--- config.mk ---
export PLATFORM = sky130hd
export DESIGN_NAME = dual_isa_instruction_classifier
export DESIGN_NICKNAME = d
export VERILOG_FILES = /design/src/sv/disa_pkg.sv /design/src/sv/disa_front.sv /design/src/sv/disa_back.sv /design/src/sv/dual_isa_instruction_classifier.sv
export SDC_FILE = /design/constraint.sdc
export NUM_CORES = 1
export LEC_CHECK = 0
export CORE_AREA = 2 2 161 163
export CTS_CLUSTER_DIAMETER = 30
export CTS_CLUSTER_SIZE = 14
export DETAILED_ROUTE_END_ITERATION = 12
export DIE_AREA = 0 0 163 165
export DONT_BUFFER_PORTS = 1
export PLACE_DENSITY = 0.63
export SETUP_SLACK_MARGIN = 0.2
export SYNTH_ARGS = -nofsm -noshare
export SYNTH_HDL_FRONTEND = slang
export SYNTH_SLANG_ARGS = --single-unit
--- constraint.sdc ---
create_clock -name clk -period 7 [get_ports clk]
set_clock_uncertainty 0.1 [all_clocks]
set_input_delay 1.4 -clock clk [delete_from_list [all_inputs] [get_ports clk]]
set_output_delay 1.4 -clock clk [all_outputs]
set_load 0.02 [all_outputs]
--- src/sv/disa_pkg.sv ---
// Shared types and constants for the dual instruction-set classifier.
package disa_pkg;

  localparam int unsigned ClassW = 6;

  localparam logic [7:0] CbSave = 8'h01;
  localparam logic [7:0] CbWb   = 8'h02;
  localparam logic [7:0] CbUp   = 8'h04;
  localparam logic [7:0] CbPre  = 8'h08;
  localparam logic [7:0] CbType = 8'h10;
  localparam logic [7:0] CbLink = 8'h20;
  localparam logic [7:0] CbAcc  = 8'h40;
  localparam logic [7:0] CbSign = 8'h80;

  typedef enum logic [ClassW-1:0] {
    A_BRANCH = 6'd0, A_BX = 6'd1, A_DATA_IMM = 6'd2, A_DATA_ISH = 6'd3,
    A_DATA_RSH = 6'd4, A_LDS_IMM = 6'd5, A_LDS_REG = 6'd6, A_SWAP = 6'd7,
    A_HALF_IMM = 6'd8, A_HALF_REG = 6'd9, A_SINGLE_IMM = 6'd10, A_BLOCK = 6'd11,
    A_SINGLE_REG = 6'd12, A_MRS = 6'd13, A_MSR_IMM = 6'd14, A_MSR_REG = 6'd15,
    A_MUL = 6'd16, A_MULL = 6'd17, A_SWI = 6'd18, A_UNDEF = 6'd19,
    T_ALU = 6'd20, T_ALU_HI = 6'd21, T_ADD_PCSP = 6'd22, T_ADDSUB_IMM = 6'd23,
    T_ADDSUB_REG = 6'd24, T_ADJ_SP = 6'd25, T_BX = 6'd26, T_BL_HI = 6'd27,
    T_BL_LO = 6'd28, T_BRANCH = 6'd29, T_BCOND = 6'd30, T_IMM8 = 6'd31,
    T_PC_LOAD = 6'd32, T_BYTE_IMM = 6'd33, T_HALF_IMM = 6'd34, T_BLOCK = 6'd35,
    T_REG_OFF = 6'd36, T_SP_REL = 6'd37, T_WORD_IMM = 6'd38, T_SHIFT_IMM = 6'd39,
    T_SWI = 6'd40, T_PUSH_POP = 6'd41, T_UNDEF = 6'd42
  } class_t;

  // One classified instruction as it travels from the front part to the back.
  typedef struct packed {
    logic [ClassW-1:0] instr_class;
    logic              executes;
    logic [3:0]        reg_dest;
    logic [3:0]        reg_base;
    logic [3:0]        reg_operand;
    logic [3:0]        reg_shift;
    logic [23:0]       imm_value;
    logic [4:0]        shift_amount;
    logic [1:0]        shift_kind;
    logic [3:0]        operation;
    logic [7:0]        control_bits;
  } decoded_t;

  function automatic logic cond_pass(input logic [3:0] c, input logic [3:0] f);
    logic n, z, cy, v, r;
    n = f[3]; z = f[2]; cy = f[1]; v = f[0];
    unique case (c)
      4'd0: r = z;
      4'd1: r = !z;
      4'd2: r = cy;
      4'd3: r = !cy;
      4'd4: r = n;
      4'd5: r = !n;
      4'd6: r = v;
      4'd7: r = !v;
      4'd8: r = cy && !z;
      4'd9: r = !cy || z;
      4'd10: r = n == v;
      4'd11: r = n != v;
      4'd12: r = !z && (n == v);
      4'd13: r = z || (n != v);
      4'd14: r = 1'b1;
      default: r = 1'b0;
    endcase
    return r;
  endfunction

endpackage

--- src/sv/disa_front.sv ---
// Front part: accepts instructions and classifies them into a registered stage.
module disa_front (
  input  logic                 clk,
  input  logic                 rst_n,
  input  logic                 in_valid,
  output logic                 in_stall,
  input  logic [31:0]          in_instr_word,
  input  logic                 in_mode,
  input  logic [3:0]           in_flags_nzcv,
  output logic                 dec_valid,
  input  logic                 dec_stall,
  output disa_pkg::decoded_t   dec_data
);

  logic               valid_r;
  disa_pkg::decoded_t data_r;
  disa_pkg::decoded_t d32;
  disa_pkg::decoded_t d16;

  always_comb begin
    logic [31:0] w;
    logic [7:0]  hi;
    logic [3:0]  lo;
    logic        cmp_nos;
    logic [7:0]  save;
    logic [7:0]  mctl;
    w = in_instr_word;
    hi = w[27:20];
    lo = w[7:4];
    cmp_nos = (hi & 8'h19) == 8'h10;
    save = w[20] ? disa_pkg::CbSave : 8'h00;
    mctl = (w[21] ? disa_pkg::CbWb : 8'h00) | (w[23] ? disa_pkg::CbUp : 8'h00) |
           (w[24] ? disa_pkg::CbPre : 8'h00);
    d32 = '0;
    d32.instr_class = disa_pkg::A_UNDEF;
    unique case (w[27:25])
      3'd0: begin
        if (!lo[0] || !lo[3]) begin
          if (cmp_nos) begin
            if (lo == 4'd0) begin
              d32.control_bits = w[22] ? disa_pkg::CbType : 8'h00;
              if (w[21]) begin
                d32.instr_class = disa_pkg::A_MSR_REG;
                d32.reg_operand = w[3:0];
                d32.operation = w[19:16];
              end else begin
                d32.instr_class = disa_pkg::A_MRS;
                d32.reg_dest = w[15:12];
              end
            end else if (hi == 8'h12 && lo == 4'd1) begin
              d32.instr_class = disa_pkg::A_BX;
              d32.reg_operand = w[3:0];
            end
          end else begin
            d32.reg_operand = w[3:0];
            d32.shift_kind = w[6:5];
            d32.reg_dest = w[15:12];
            d32.reg_base = w[19:16];
            d32.operation = w[24:21];
            d32.control_bits = save;
            if (!lo[0]) begin
              d32.instr_class = disa_pkg::A_DATA_ISH;
              d32.shift_amount = w[11:7];
            end else begin
              d32.instr_class = disa_pkg::A_DATA_RSH;
              d32.reg_shift = w[11:8];
            end
          end
        end else begin
          unique case (lo[2:1])
            2'd0: begin
              if ((hi & 8'hfc) == 8'h00) begin
                d32.instr_class = disa_pkg::A_MUL;
                d32.reg_operand = w[3:0];
                d32.reg_shift = w[11:8];
                d32.reg_base = w[15:12];
                d32.reg_dest = w[19:16];
                d32.control_bits = save | (w[21] ? disa_pkg::CbAcc : 8'h00);
              end else if ((hi & 8'hf8) == 8'h08) begin
                d32.instr_class = disa_pkg::A_MULL;
                d32.reg_operand = w[3:0];
                d32.reg_shift = w[11:8];
                d32.reg_dest = w[15:12];
                d32.reg_base = w[19:16];
                d32.control_bits = save | (w[21] ? disa_pkg::CbAcc : 8'h00) |
                                   (w[22] ? disa_pkg::CbSign : 8'h00);
              end else if ((hi & 8'hfb) == 8'h10) begin
                d32.instr_class = disa_pkg::A_SWAP;
                d32.reg_operand = w[3:0];
                d32.reg_dest = w[15:12];
                d32.reg_base = w[19:16];
                d32.control_bits = w[22] ? disa_pkg::CbType : 8'h00;
              end
            end
            2'd1: begin
              d32.reg_dest = w[15:12];
              d32.reg_base = w[19:16];
              d32.operation = {3'd0, w[20]};
              d32.control_bits = mctl;
              if (w[22]) begin
                d32.instr_class = disa_pkg::A_HALF_IMM;
                d32.imm_value = {16'd0, w[11:8], w[3:0]};
              end else begin
                d32.instr_class = disa_pkg::A_HALF_REG;
                d32.reg_operand = w[3:0];
              end
            end
            default: begin
              if (w[20]) begin
                d32.reg_dest = w[15:12];
                d32.reg_base = w[19:16];
                d32.control_bits = mctl | (w[5] ? disa_pkg::CbType : 8'h00);
                if (w[22]) begin
                  d32.instr_class = disa_pkg::A_LDS_IMM;
                  d32.imm_value = {16'd0, w[11:8], w[3:0]};
                end else begin
                  d32.instr_class = disa_pkg::A_LDS_REG;
                  d32.reg_operand = w[3:0];
                end
              end
            end
          endcase
        end
      end
      3'd1: begin
        if (cmp_nos) begin
          if (w[21]) begin
            d32.instr_class = disa_pkg::A_MSR_IMM;
            d32.imm_value = {16'd0, w[7:0]};
            d32.shift_amount = {1'b0, w[11:8]};
            d32.operation = w[19:16];
            d32.control_bits = w[22] ? disa_pkg::CbType : 8'h00;
          end
        end else begin
          d32.instr_class = disa_pkg::A_DATA_IMM;
          d32.imm_value = {16'd0, w[7:0]};
          d32.shift_amount = {1'b0, w[11:8]};
          d32.reg_dest = w[15:12];
          d32.reg_base = w[19:16];
          d32.operation = w[24:21];
          d32.control_bits = save;
        end
      end
      3'd2: begin
        d32.instr_class = disa_pkg::A_SINGLE_IMM;
        d32.imm_value = {12'd0, w[11:0]};
        d32.reg_dest = w[15:12];
        d32.reg_base = w[19:16];
        d32.operation = {3'd0, w[20]};
        d32.control_bits = mctl | (w[22] ? disa_pkg::CbType : 8'h00);
      end
      3'd3: begin
        if (!lo[0]) begin
          d32.instr_class = disa_pkg::A_SINGLE_REG;
          d32.reg_operand = w[3:0];
          d32.shift_kind = w[6:5];
          d32.shift_amount = w[11:7];
          d32.reg_dest = w[15:12];
          d32.reg_base = w[19:16];
          d32.operation = {3'd0, w[20]};
          d32.control_bits = mctl | (w[22] ? disa_pkg::CbType : 8'h00);
        end
      end
      3'd4: begin
        d32.instr_class = disa_pkg::A_BLOCK;
        d32.imm_value = {8'd0, w[15:0]};
        d32.reg_base = w[19:16];
        d32.operation = {3'd0, w[20]};
        d32.control_bits = mctl | (w[22] ? disa_pkg::CbType : 8'h00);
      end
      3'd5: begin
        d32.instr_class = disa_pkg::A_BRANCH;
        d32.imm_value = w[23:0];
        d32.control_bits = w[24] ? disa_pkg::CbLink : 8'h00;
      end
      3'd6: begin
      end
      default: begin
        if (w[24]) begin
          d32.instr_class = disa_pkg::A_SWI;
          d32.imm_value = w[23:0];
        end
      end
    endcase
    d32.executes = disa_pkg::cond_pass(w[31:28], in_flags_nzcv);
  end

  always_comb begin
    logic [15:0] h;
    h = in_instr_word[15:0];
    d16 = '0;
    d16.instr_class = disa_pkg::T_UNDEF;
    unique case (h[15:13])
      3'd0: begin
        if (h[12:11] == 2'd3) begin
          d16.reg_dest = {1'b0, h[2:0]};
          d16.reg_base = {1'b0, h[5:3]};
          d16.operation = {3'd0, h[9]};
          if (h[10]) begin
            d16.instr_class = disa_pkg::T_ADDSUB_IMM;
            d16.imm_value = {21'd0, h[8:6]};
          end else begin
            d16.instr_class = disa_pkg::T_ADDSUB_REG;
            d16.reg_operand = {1'b0, h[8:6]};
          end
        end else begin
          d16.instr_class = disa_pkg::T_SHIFT_IMM;
          d16.reg_dest = {1'b0, h[2:0]};
          d16.reg_operand = {1'b0, h[5:3]};
          d16.shift_amount = h[10:6];
          d16.shift_kind = h[12:11];
        end
      end
      3'd1: begin
        d16.instr_class = disa_pkg::T_IMM8;
        d16.imm_value = {16'd0, h[7:0]};
        d16.reg_dest = {1'b0, h[10:8]};
        d16.operation = {2'd0, h[12:11]};
      end
      3'd2: begin
        if (h[12]) begin
          d16.instr_class = disa_pkg::T_REG_OFF;
          d16.reg_dest = {1'b0, h[2:0]};
          d16.reg_base = {1'b0, h[5:3]};
          d16.reg_operand = {1'b0, h[8:6]};
          d16.operation = {1'b0, h[11:9]};
        end else begin
          unique case (h[11:10])
            2'd0: begin
              d16.instr_class = disa_pkg::T_ALU;
              d16.reg_dest = {1'b0, h[2:0]};
              d16.reg_operand = {1'b0, h[5:3]};
              d16.operation = h[9:6];
            end
            2'd1: begin
              if (h[9:8] == 2'd3) begin
                if (!h[7]) begin
                  d16.instr_class = disa_pkg::T_BX;
                  d16.reg_operand = h[6:3];
                end
              end else begin
                d16.instr_class = disa_pkg::T_ALU_HI;
                d16.reg_dest = {h[7], h[2:0]};
                d16.reg_operand = h[6:3];
                d16.operation = {2'd0, h[9:8]};
              end
            end
            default: begin
              d16.instr_class = disa_pkg::T_PC_LOAD;
              d16.imm_value = {16'd0, h[7:0]};
              d16.reg_dest = {1'b0, h[10:8]};
            end
          endcase
        end
      end
      3'd3, 3'd4: begin
        if (h[15:13] == 3'd4 && h[12]) begin
          d16.instr_class = disa_pkg::T_SP_REL;
          d16.imm_value = {16'd0, h[7:0]};
          d16.reg_dest = {1'b0, h[10:8]};
          d16.operation = {3'd0, h[11]};
        end else begin
          if (h[15:13] == 3'd4) d16.instr_class = disa_pkg::T_HALF_IMM;
          else if (h[12]) d16.instr_class = disa_pkg::T_BYTE_IMM;
          else d16.instr_class = disa_pkg::T_WORD_IMM;
          d16.reg_dest = {1'b0, h[2:0]};
          d16.reg_base = {1'b0, h[5:3]};
          d16.imm_value = {19'd0, h[10:6]};
          d16.operation = {3'd0, h[11]};
        end
      end
      3'd5: begin
        if (!h[12]) begin
          d16.instr_class = disa_pkg::T_ADD_PCSP;
          d16.imm_value = {16'd0, h[7:0]};
          d16.reg_dest = {1'b0, h[10:8]};
          d16.operation = {3'd0, h[11]};
        end else if (h[11:8] == 4'd0) begin
          d16.instr_class = disa_pkg::T_ADJ_SP;
          d16.imm_value = {17'd0, h[6:0]};
          d16.operation = {3'd0, h[7]};
        end else if (h[10:9] == 2'd2) begin
          d16.instr_class = disa_pkg::T_PUSH_POP;
          d16.imm_value = {16'd0, h[7:0]};
          d16.control_bits = h[8] ? disa_pkg::CbLink : 8'h00;
          d16.operation = {3'd0, h[11]};
        end
      end
      3'd6: begin
        if (!h[12]) begin
          d16.instr_class = disa_pkg::T_BLOCK;
          d16.imm_value = {16'd0, h[7:0]};
          d16.reg_base = {1'b0, h[10:8]};
          d16.operation = {3'd0, h[11]};
        end else if (h[11:8] == 4'hf) begin
          d16.instr_class = disa_pkg::T_SWI;
          d16.imm_value = {16'd0, h[7:0]};
        end else begin
          d16.instr_class = disa_pkg::T_BCOND;
          d16.imm_value = {16'd0, h[7:0]};
          d16.operation = h[11:8];
        end
      end
      default: begin
        unique case (h[12:11])
          2'd0: begin
            d16.instr_class = disa_pkg::T_BRANCH;
            d16.imm_value = {13'd0, h[10:0]};
          end
          2'd1: begin
          end
          2'd2: begin
            d16.instr_class = disa_pkg::T_BL_HI;
            d16.imm_value = {13'd0, h[10:0]};
          end
          default: begin
            d16.instr_class = disa_pkg::T_BL_LO;
            d16.imm_value = {13'd0, h[10:0]};
          end
        endcase
      end
    endcase
    d16.executes = 1'b1;
  end

  // The stage refills whenever it is empty or its contents move on.
  assign in_stall = valid_r && dec_stall;

  always_ff @(posedge clk) begin
    if (!rst_n) begin
      valid_r <= 1'b0;
    end else if (!in_stall) begin
      valid_r <= in_valid;
    end
    if (!in_stall && in_valid) begin
      data_r <= in_mode ? d16 : d32;
    end
  end

  assign dec_valid = valid_r;
  assign dec_data  = data_r;

endmodule

--- src/sv/disa_back.sv ---
// Back part: a two-entry queue that holds classified instructions for the output.
module disa_back (
  input  logic                 clk,
  input  logic                 rst_n,
  input  logic                 dec_valid,
  output logic                 dec_stall,
  input  disa_pkg::decoded_t   dec_data,
  output logic                 out_valid,
  input  logic                 out_stall,
  output disa_pkg::decoded_t   out_data
);

  disa_pkg::decoded_t mem_r [2];
  logic               wr_ptr_r;
  logic               rd_ptr_r;
  logic [1:0]         count_r;
  logic               push;
  logic               pop;

  assign dec_stall = count_r == 2'd2;
  assign push = dec_valid && !dec_stall;
  assign pop  = out_valid && !out_stall;
  assign out_valid = count_r != 2'd0;
  assign out_data  = mem_r[rd_ptr_r];

  always_ff @(posedge clk) begin
    if (!rst_n) begin
      wr_ptr_r <= 1'b0;
      rd_ptr_r <= 1'b0;
      count_r  <= 2'd0;
    end else begin
      if (push) wr_ptr_r <= !wr_ptr_r;
      if (pop) rd_ptr_r <= !rd_ptr_r;
      count_r <= count_r + {1'b0, push} - {1'b0, pop};
    end
    if (push) mem_r[wr_ptr_r] <= dec_data;
  end

endmodule

--- src/sv/dual_isa_instruction_classifier.sv ---
// Top level of the dual instruction-set classifier.
// One instruction is taken per cycle unless in_stall is high; it passes first through the
// registered decode stage of the front part, then the two-entry queue of the back part, whose
// head drives the output ports. Throughput is one transfer per cycle in each direction when
// not stalled; the queue absorbs short output stalls while decode keeps going.
module dual_isa_instruction_classifier (
  input  logic        clk,
  input  logic        rst_n,
  input  logic        in_valid,
  output logic        in_stall,
  input  logic [31:0] in_instr_word,
  input  logic        in_mode,
  input  logic [3:0]  in_flags_nzcv,
  output logic        out_valid,
  input  logic        out_stall,
  output logic [5:0]  out_instr_class,
  output logic        out_executes,
  output logic [3:0]  out_reg_dest,
  output logic [3:0]  out_reg_base,
  output logic [3:0]  out_reg_operand,
  output logic [3:0]  out_reg_shift,
  output logic [23:0] out_imm_value,
  output logic [4:0]  out_shift_amount,
  output logic [1:0]  out_shift_kind,
  output logic [3:0]  out_operation,
  output logic [7:0]  out_control_bits
);

  logic               dec_valid;
  logic               dec_stall;
  disa_pkg::decoded_t dec_data;
  disa_pkg::decoded_t out_data;

  disa_front u_front (
    .clk, .rst_n, .in_valid, .in_stall, .in_instr_word, .in_mode, .in_flags_nzcv,
    .dec_valid, .dec_stall, .dec_data
  );

  disa_back u_back (
    .clk, .rst_n, .dec_valid, .dec_stall, .dec_data, .out_valid, .out_stall, .out_data
  );

  assign out_instr_class  = out_data.instr_class;
  assign out_executes     = out_data.executes;
  assign out_reg_dest     = out_data.reg_dest;
  assign out_reg_base     = out_data.reg_base;
  assign out_reg_operand  = out_data.reg_operand;
  assign out_reg_shift    = out_data.reg_shift;
  assign out_imm_value    = out_data.imm_value;
  assign out_shift_amount = out_data.shift_amount;
  assign out_shift_kind   = out_data.shift_kind;
  assign out_operation    = out_data.operation;
  assign out_control_bits = out_data.control_bits;

`ifndef ASSERT_OFF
  // A full queue must hold the front stage, so the front also stalls its input.
  a_stall_chain: assert property (@(posedge clk) disable iff (!rst_n)
    (dec_valid && dec_stall) |-> in_stall)
    else $error("input taken while decode stage blocked");

  // The 16-bit set always executes.
  a_thumb_exec: assert property (@(posedge clk) disable iff (!rst_n)
    (out_valid && out_instr_class >= disa_pkg::T_ALU) |-> out_executes)
    else $error("16-bit class not executing");

  // Class codes never exceed the last defined class.
  a_class_range: assert property (@(posedge clk) disable iff (!rst_n)
    out_valid |-> (out_instr_class <= disa_pkg::T_UNDEF))
    else $error("class code out of range");
`endif

endmodule
# ---- Word-level counts from Yosys, hierarchy flattened
# Memories as Yosys holds them, arrays and structs flattened. A register that Yosys moved wholly into a read port is not among the register bits.
# Index checks and enable logic that the tools add are counted.
dict set report op_classes {
  addsub 2
  eq_ne 42
  n_mux 145
  n_bitwise 7
  n_reduce_logical 38
}
# cell count
set op_table {}
lappend op_table {{one-hot mux 24 bit (6 select lines)} 1}
lappend op_table {{two-way mux 24 bit} 5}
lappend op_table {{one-hot mux 24 bit (5 select lines)} 1}
lappend op_table {{two-way mux 4 bit} 28}
lappend op_table {{two-way mux 8 bit} 14}
lappend op_table {{two-way mux 12 bit} 9}
lappend op_table {{two-way mux 6 bit} 16}
lappend op_table {{two-way mux 66 bit} 1}
lappend op_table {{one-hot mux 4 bit (4 select lines)} 4}
lappend op_table {{OR 8 bit} 6}
lappend op_table {{one-hot mux 24 bit (2 select lines)} 1}
lappend op_table {{two-way mux 5 bit} 9}
lappend op_table {{one-hot mux 6 bit (7 select lines)} 1}
lappend op_table {{one-hot mux 4 bit (2 select lines)} 5}
lappend op_table {{one-hot mux 8 bit (5 select lines)} 1}
lappend op_table {{two-way mux 3 bit} 12}
lappend op_table {{one-hot mux 6 bit (6 select lines)} 1}
lappend op_table {{two-way mux 7 bit} 5}
lappend op_table {{equality test 4 bit (second input constant)} 8}
lappend op_table {{two-way mux 16 bit} 2}
lappend op_table {{two-way mux 13 bit} 2}
lappend op_table {{one-hot mux 12 bit (2 select lines)} 1}
lappend op_table {{one-hot mux 4 bit (6 select lines)} 1}
lappend op_table {{one-hot mux 6 bit (2 select lines)} 2}
lappend op_table {{other kinds (36)} 98}
dict set report totals {
  reg_bits 71
  ram_bits 132
  input_bits 41
  out_inout_bits 68
  word_cells 250
  memories 1
}
# name words width read_ports rd_clocked_by_memory_dff wr line
set mem_list {}
lappend mem_list {u_back.mem_r 2 66 1 1 1 disa_back.sv:13} ;# disa_pkg::decoded_t mem_r [2];

# ---- Longest topological paths before layout
dict set report logic_depth {
  depth_word 9
  depth_mapped 10
}

# ---- Modules after synthesis
# Synthesis repeated with hierarchy kept, for this count alone.
dict set report hier_totals {
  cells_unflattened 778
  area_unflattened_um2 10085.9
}
# module n_inst cells_each area_per_inst_um2 seq_area_each_um2
set modules_own_cells {}
lappend modules_own_cells {disa_back 1 231 5176.2 4063.9}
lappend modules_own_cells {disa_front 1 547 4909.7 2001.9}

# ---- Least setup slack after synthesis
# OpenSTA, ideal clock, no wires.
dict set report synth_timing {
  path_kind {input -> register}
  startpoint {input port in_valid}
  endpoint {register u_front.data_r (netlist bit u_front.dec_data[0]), enable pin}
  setup_ns 0.497
  arrival_time_ns 4.300
  setup_slack_ns 2.103
  cell_stages 1
  cell_sequence {nor2b_1}
}
dict set report synth_between {
  elab_chain_cells 1
}
# item line
set synth_rtl {}
lappend synth_rtl {{start: declaration} dual_isa_instruction_classifier.sv:9} ;# input logic in_valid,
lappend synth_rtl {{logical AND 1 bit} disa_front.sv:335} ;# if (!in_stall && in_valid) begin
lappend synth_rtl {{end signal: assignment} disa_front.sv:336} ;# data_r <= in_mode ? d16 : d32;
lappend synth_rtl {{end: declaration} disa_front.sv:16} ;# disa_pkg::decoded_t data_r;
# Every way passes these cells.
# A chain may end at the register's enable or synchronous reset.

==> flow_summary_export.csv <==
group,metric,value,unit
job,maxCapViolations,0,
global_routing,grt_pass1_wl,40300,um
routing,drc,0,
floorplanning,initial_utilization,0.398,
cts,cts_resized,0,
routing,postRouteAntennaNets,0,
cts,root_buffer,"clkbuf_16",
cts,htreeDepth,2,
cts,clk_latency,0.49,ns
critical_path,cp-start-kind,"register",
cts,clk_path_buf_depth,3,
logic_synthesis,syn-num-nets,840,
logic_synthesis,ys_async_sr_fraction,0,
hold_path,hp-class,"register to register",
timing,finalCritPeriodShare,0.504,
timing,tightest_slew,1.05,ns
critical_path,critPathCaptureType,"primary output",
power,switching_power,0.00100,W
critical_path,arrival,2.03,ns
critical_path,worstPathMaxFanout,66,
power,p_seq_frac,0.408,
global_routing,grt_max_degree,68,
routing,drt-total-wl,27000,um
timing,min_period,3.53,ns
place,gp_congestion,1.01,
final_layout,final_area,11300,sq um
floorplanning,die_w,163,um
place,placed_area,10200,sq um
cts,clkTransAtPathRegs,0.05,ns
floorplanning,ios,109,
critical_path,criticalPathCategory,"register to primary output",
floorplanning,fp-row-count,58,
final_layout,area_growth,13.4,%
cts,cts_tree,"built",
timing,setup_violations,0,
global_routing,grt_pass1_vias,6524,
global_routing,grt-ovfl-total,0,
logic_synthesis,synth_top_area_cell,"edfxtp_1",
final_layout,nNetsFinal,824,
timing,max_freq,0.283,GHz
outcome,status,"completed",
global_routing,antenna_found_initial,0,
logic_synthesis,synthCells,788,
routing,vias_per_cell,6.15,
logic_synthesis,ys_types,79,
timing,rsz0062_at_grt,"no",
place,place.detailed.hpwl,17700,um
logic_synthesis,synthTopCellsByArea,"edfxtp_1 60%, mux2_2 7.6%, nand2_1 1.8%",
final_layout,multiInputGateArea,3590,sq um
routing,dr.pass1.iters,7,
final_layout,seqCellArea,6070,sq um
global_routing,grt_usage,0.199,
final_layout,fillers,2229,
cts,postCtsSetupBuffers,0,
routing,drt_iter0_drc,935,
final_layout,num_antenna_cells,0,
power,intPower,0.00267,W
logic_synthesis,synth_top_area_frac,0.596,
routing,via_count,6909,
floorplanning,die_y,165,um
final_layout,drive_gt1_frac,0.186,
logic_synthesis,postSynthAreaPerCell,12.7,sq um
cts,cts.sinks,204,
power,leakage,3.79,nW
timing,slew_headroom,0.293,
logic_synthesis,synth_flop_cell,"edfxtp_1",
logic_synthesis,yosys_warnings,0,
logic_synthesis,synth_edf_count,198,
floorplanning,core_area,25000,sq um
floorplanning,die-area,26900,sq um
cts,cts_made_buffers,35,
logic_synthesis,synth-seq-cells,204,
timing,fin_tns_setup,0,ns
place,io_buffers,0,
cts,cts-hold-fix-buffers,0,
logic_synthesis,synth_most_common_cell,"edfxtp_1",
power,ir_drop,0.137,mV
critical_path,crit_required,5.50,ns
routing,wl_per_cell,24.0,um
logic_synthesis,syn_area,9970,sq um
power,p_per_area,325,nW/um^2
logic_synthesis,synth_seq_area_share,0.609,
timing,drv_slew,0,
power,p_clk_frac,0.435,
timing,worst_hold_slack,0.339,ns
timing,hold_viol_final,0,
logic_synthesis,synth_commonest_cells,"198 x edfxtp_1, 67 x mux2_2, 47 x nand2_1",
power,switching_share,0.273,
power,combPwrFrac,0.157,
-- metal layers --
layer / GRT usage / up-vias / part of all wire
met2: 0.313 / 408 / 0.46
met4: 0.0756 / 0 / 0.037
met5: 0 / - / 0
li1: - / 3046 / -
met3: 0.0472 / 81 / 0.090
met1: 0.267 / 3374 / 0.41
-- power groups by stage --
stage / Clock, W / Combinational (W) / Sequential (W)
global placement: 0 / 0.000583 / 0.00152
finish: 0.00160 / 0.000576 / 0.00150
global route: 0.00168 / 0.000617 / 0.00151
detailed placement: 0 / 0.000582 / 0.00152
floorplan: 0 / 0.000495 / 0.00151
CTS: 0.00163 / 0.000585 / 0.00150
-- cell families after synthesis --
group / count (synthesis) / synth area share
compound gates: 193 / 0.140
xor+xnor: 8 / 0.00703
flops: 204 / 0.609
simple gates: 217 / 0.115
buf+inv: 81 / 0.0334
mux: 73 / 0.0817
fa+ha+maj: 12 / 0.0148
-- registers in the layout, summed over array words and instances (netlist names), named ones only --
register and count:
u_back.mem_r 132, u_back.rd_ptr_r 1, u_front.dec_valid 1, u_front.dec_data 66
u_back.wr_ptr_r 1, u_back.count_r 2
-- placed cells by master, fill, tap and decap left out, drive strengths merged, types with 7 or more instances in the layout --
master and n:
edfxtp 198, mux2 67, nand2 47, nor2 40, clkbuf 37, o21ai 33
a21oi 32, inv 30, nor3 23, nand3 19, and2 19, a22o 15
nor4 13, o22ai 12, nor2b 12, a31oi 11, ha 11, clkinv 11
and3 8, xnor2 7, o221ai 7
-- per-stage QoR --
step / power [W] / util / worst slack (ns) / instances
floorplan: 0.00201 / - / 2.10 / 788
global placement: 0.00210 / 0.407 / 3.43 / 1065
detailed placement: 0.00210 / 0.407 / 3.36 / 1065
CTS: 0.00371 / 0.451 / 3.42 / 1124
global route: 0.00381 / 0.451 / 3.35 / 1124
finish: 0.00367 / 0.451 / 3.47 / 1124
-- worst paths after layout --
kind	from	end	slack (ns)	cells after the start
hold reg to reg	u_front.dec_data[4]$_SDFFCE_PP0P_	u_back.mem_r[0][4]$_DFFE_PP_	0.34	0
setup reg to reg	u_back.count_r[0]$_SDFF_PN0_	u_front.dec_data[17]$_DFFE_PP_	4.96	4
hold / removal	u_front.dec_data[4]$_SDFFCE_PP0P_	u_back.mem_r[0][4]$_DFFE_PP_	0.34	0
setup / recovery	register	out_instr_class[2]	3.47	2
-- critical path, cell delays in order (launching register included) --
cell and delay [ns]:
dfxtp_2 0.30, buf_4 0.67, mux2_2 0.49
-- cell type report --
| class | count | area share |
|---|---|---|
| clock buffer | 37 | 0.0782 |
| tap | 330 | 0.0365 |
| sequential | 204 | 0.537 |
| multi-input combinational | 503 | 0.317 |
| clock inverter | 22 | 0.0205 |
| inverter | 24 | 0.00797 |
| timing repair buffer | 4 | 0.00266 |
(Power assumes the default switching activity.)
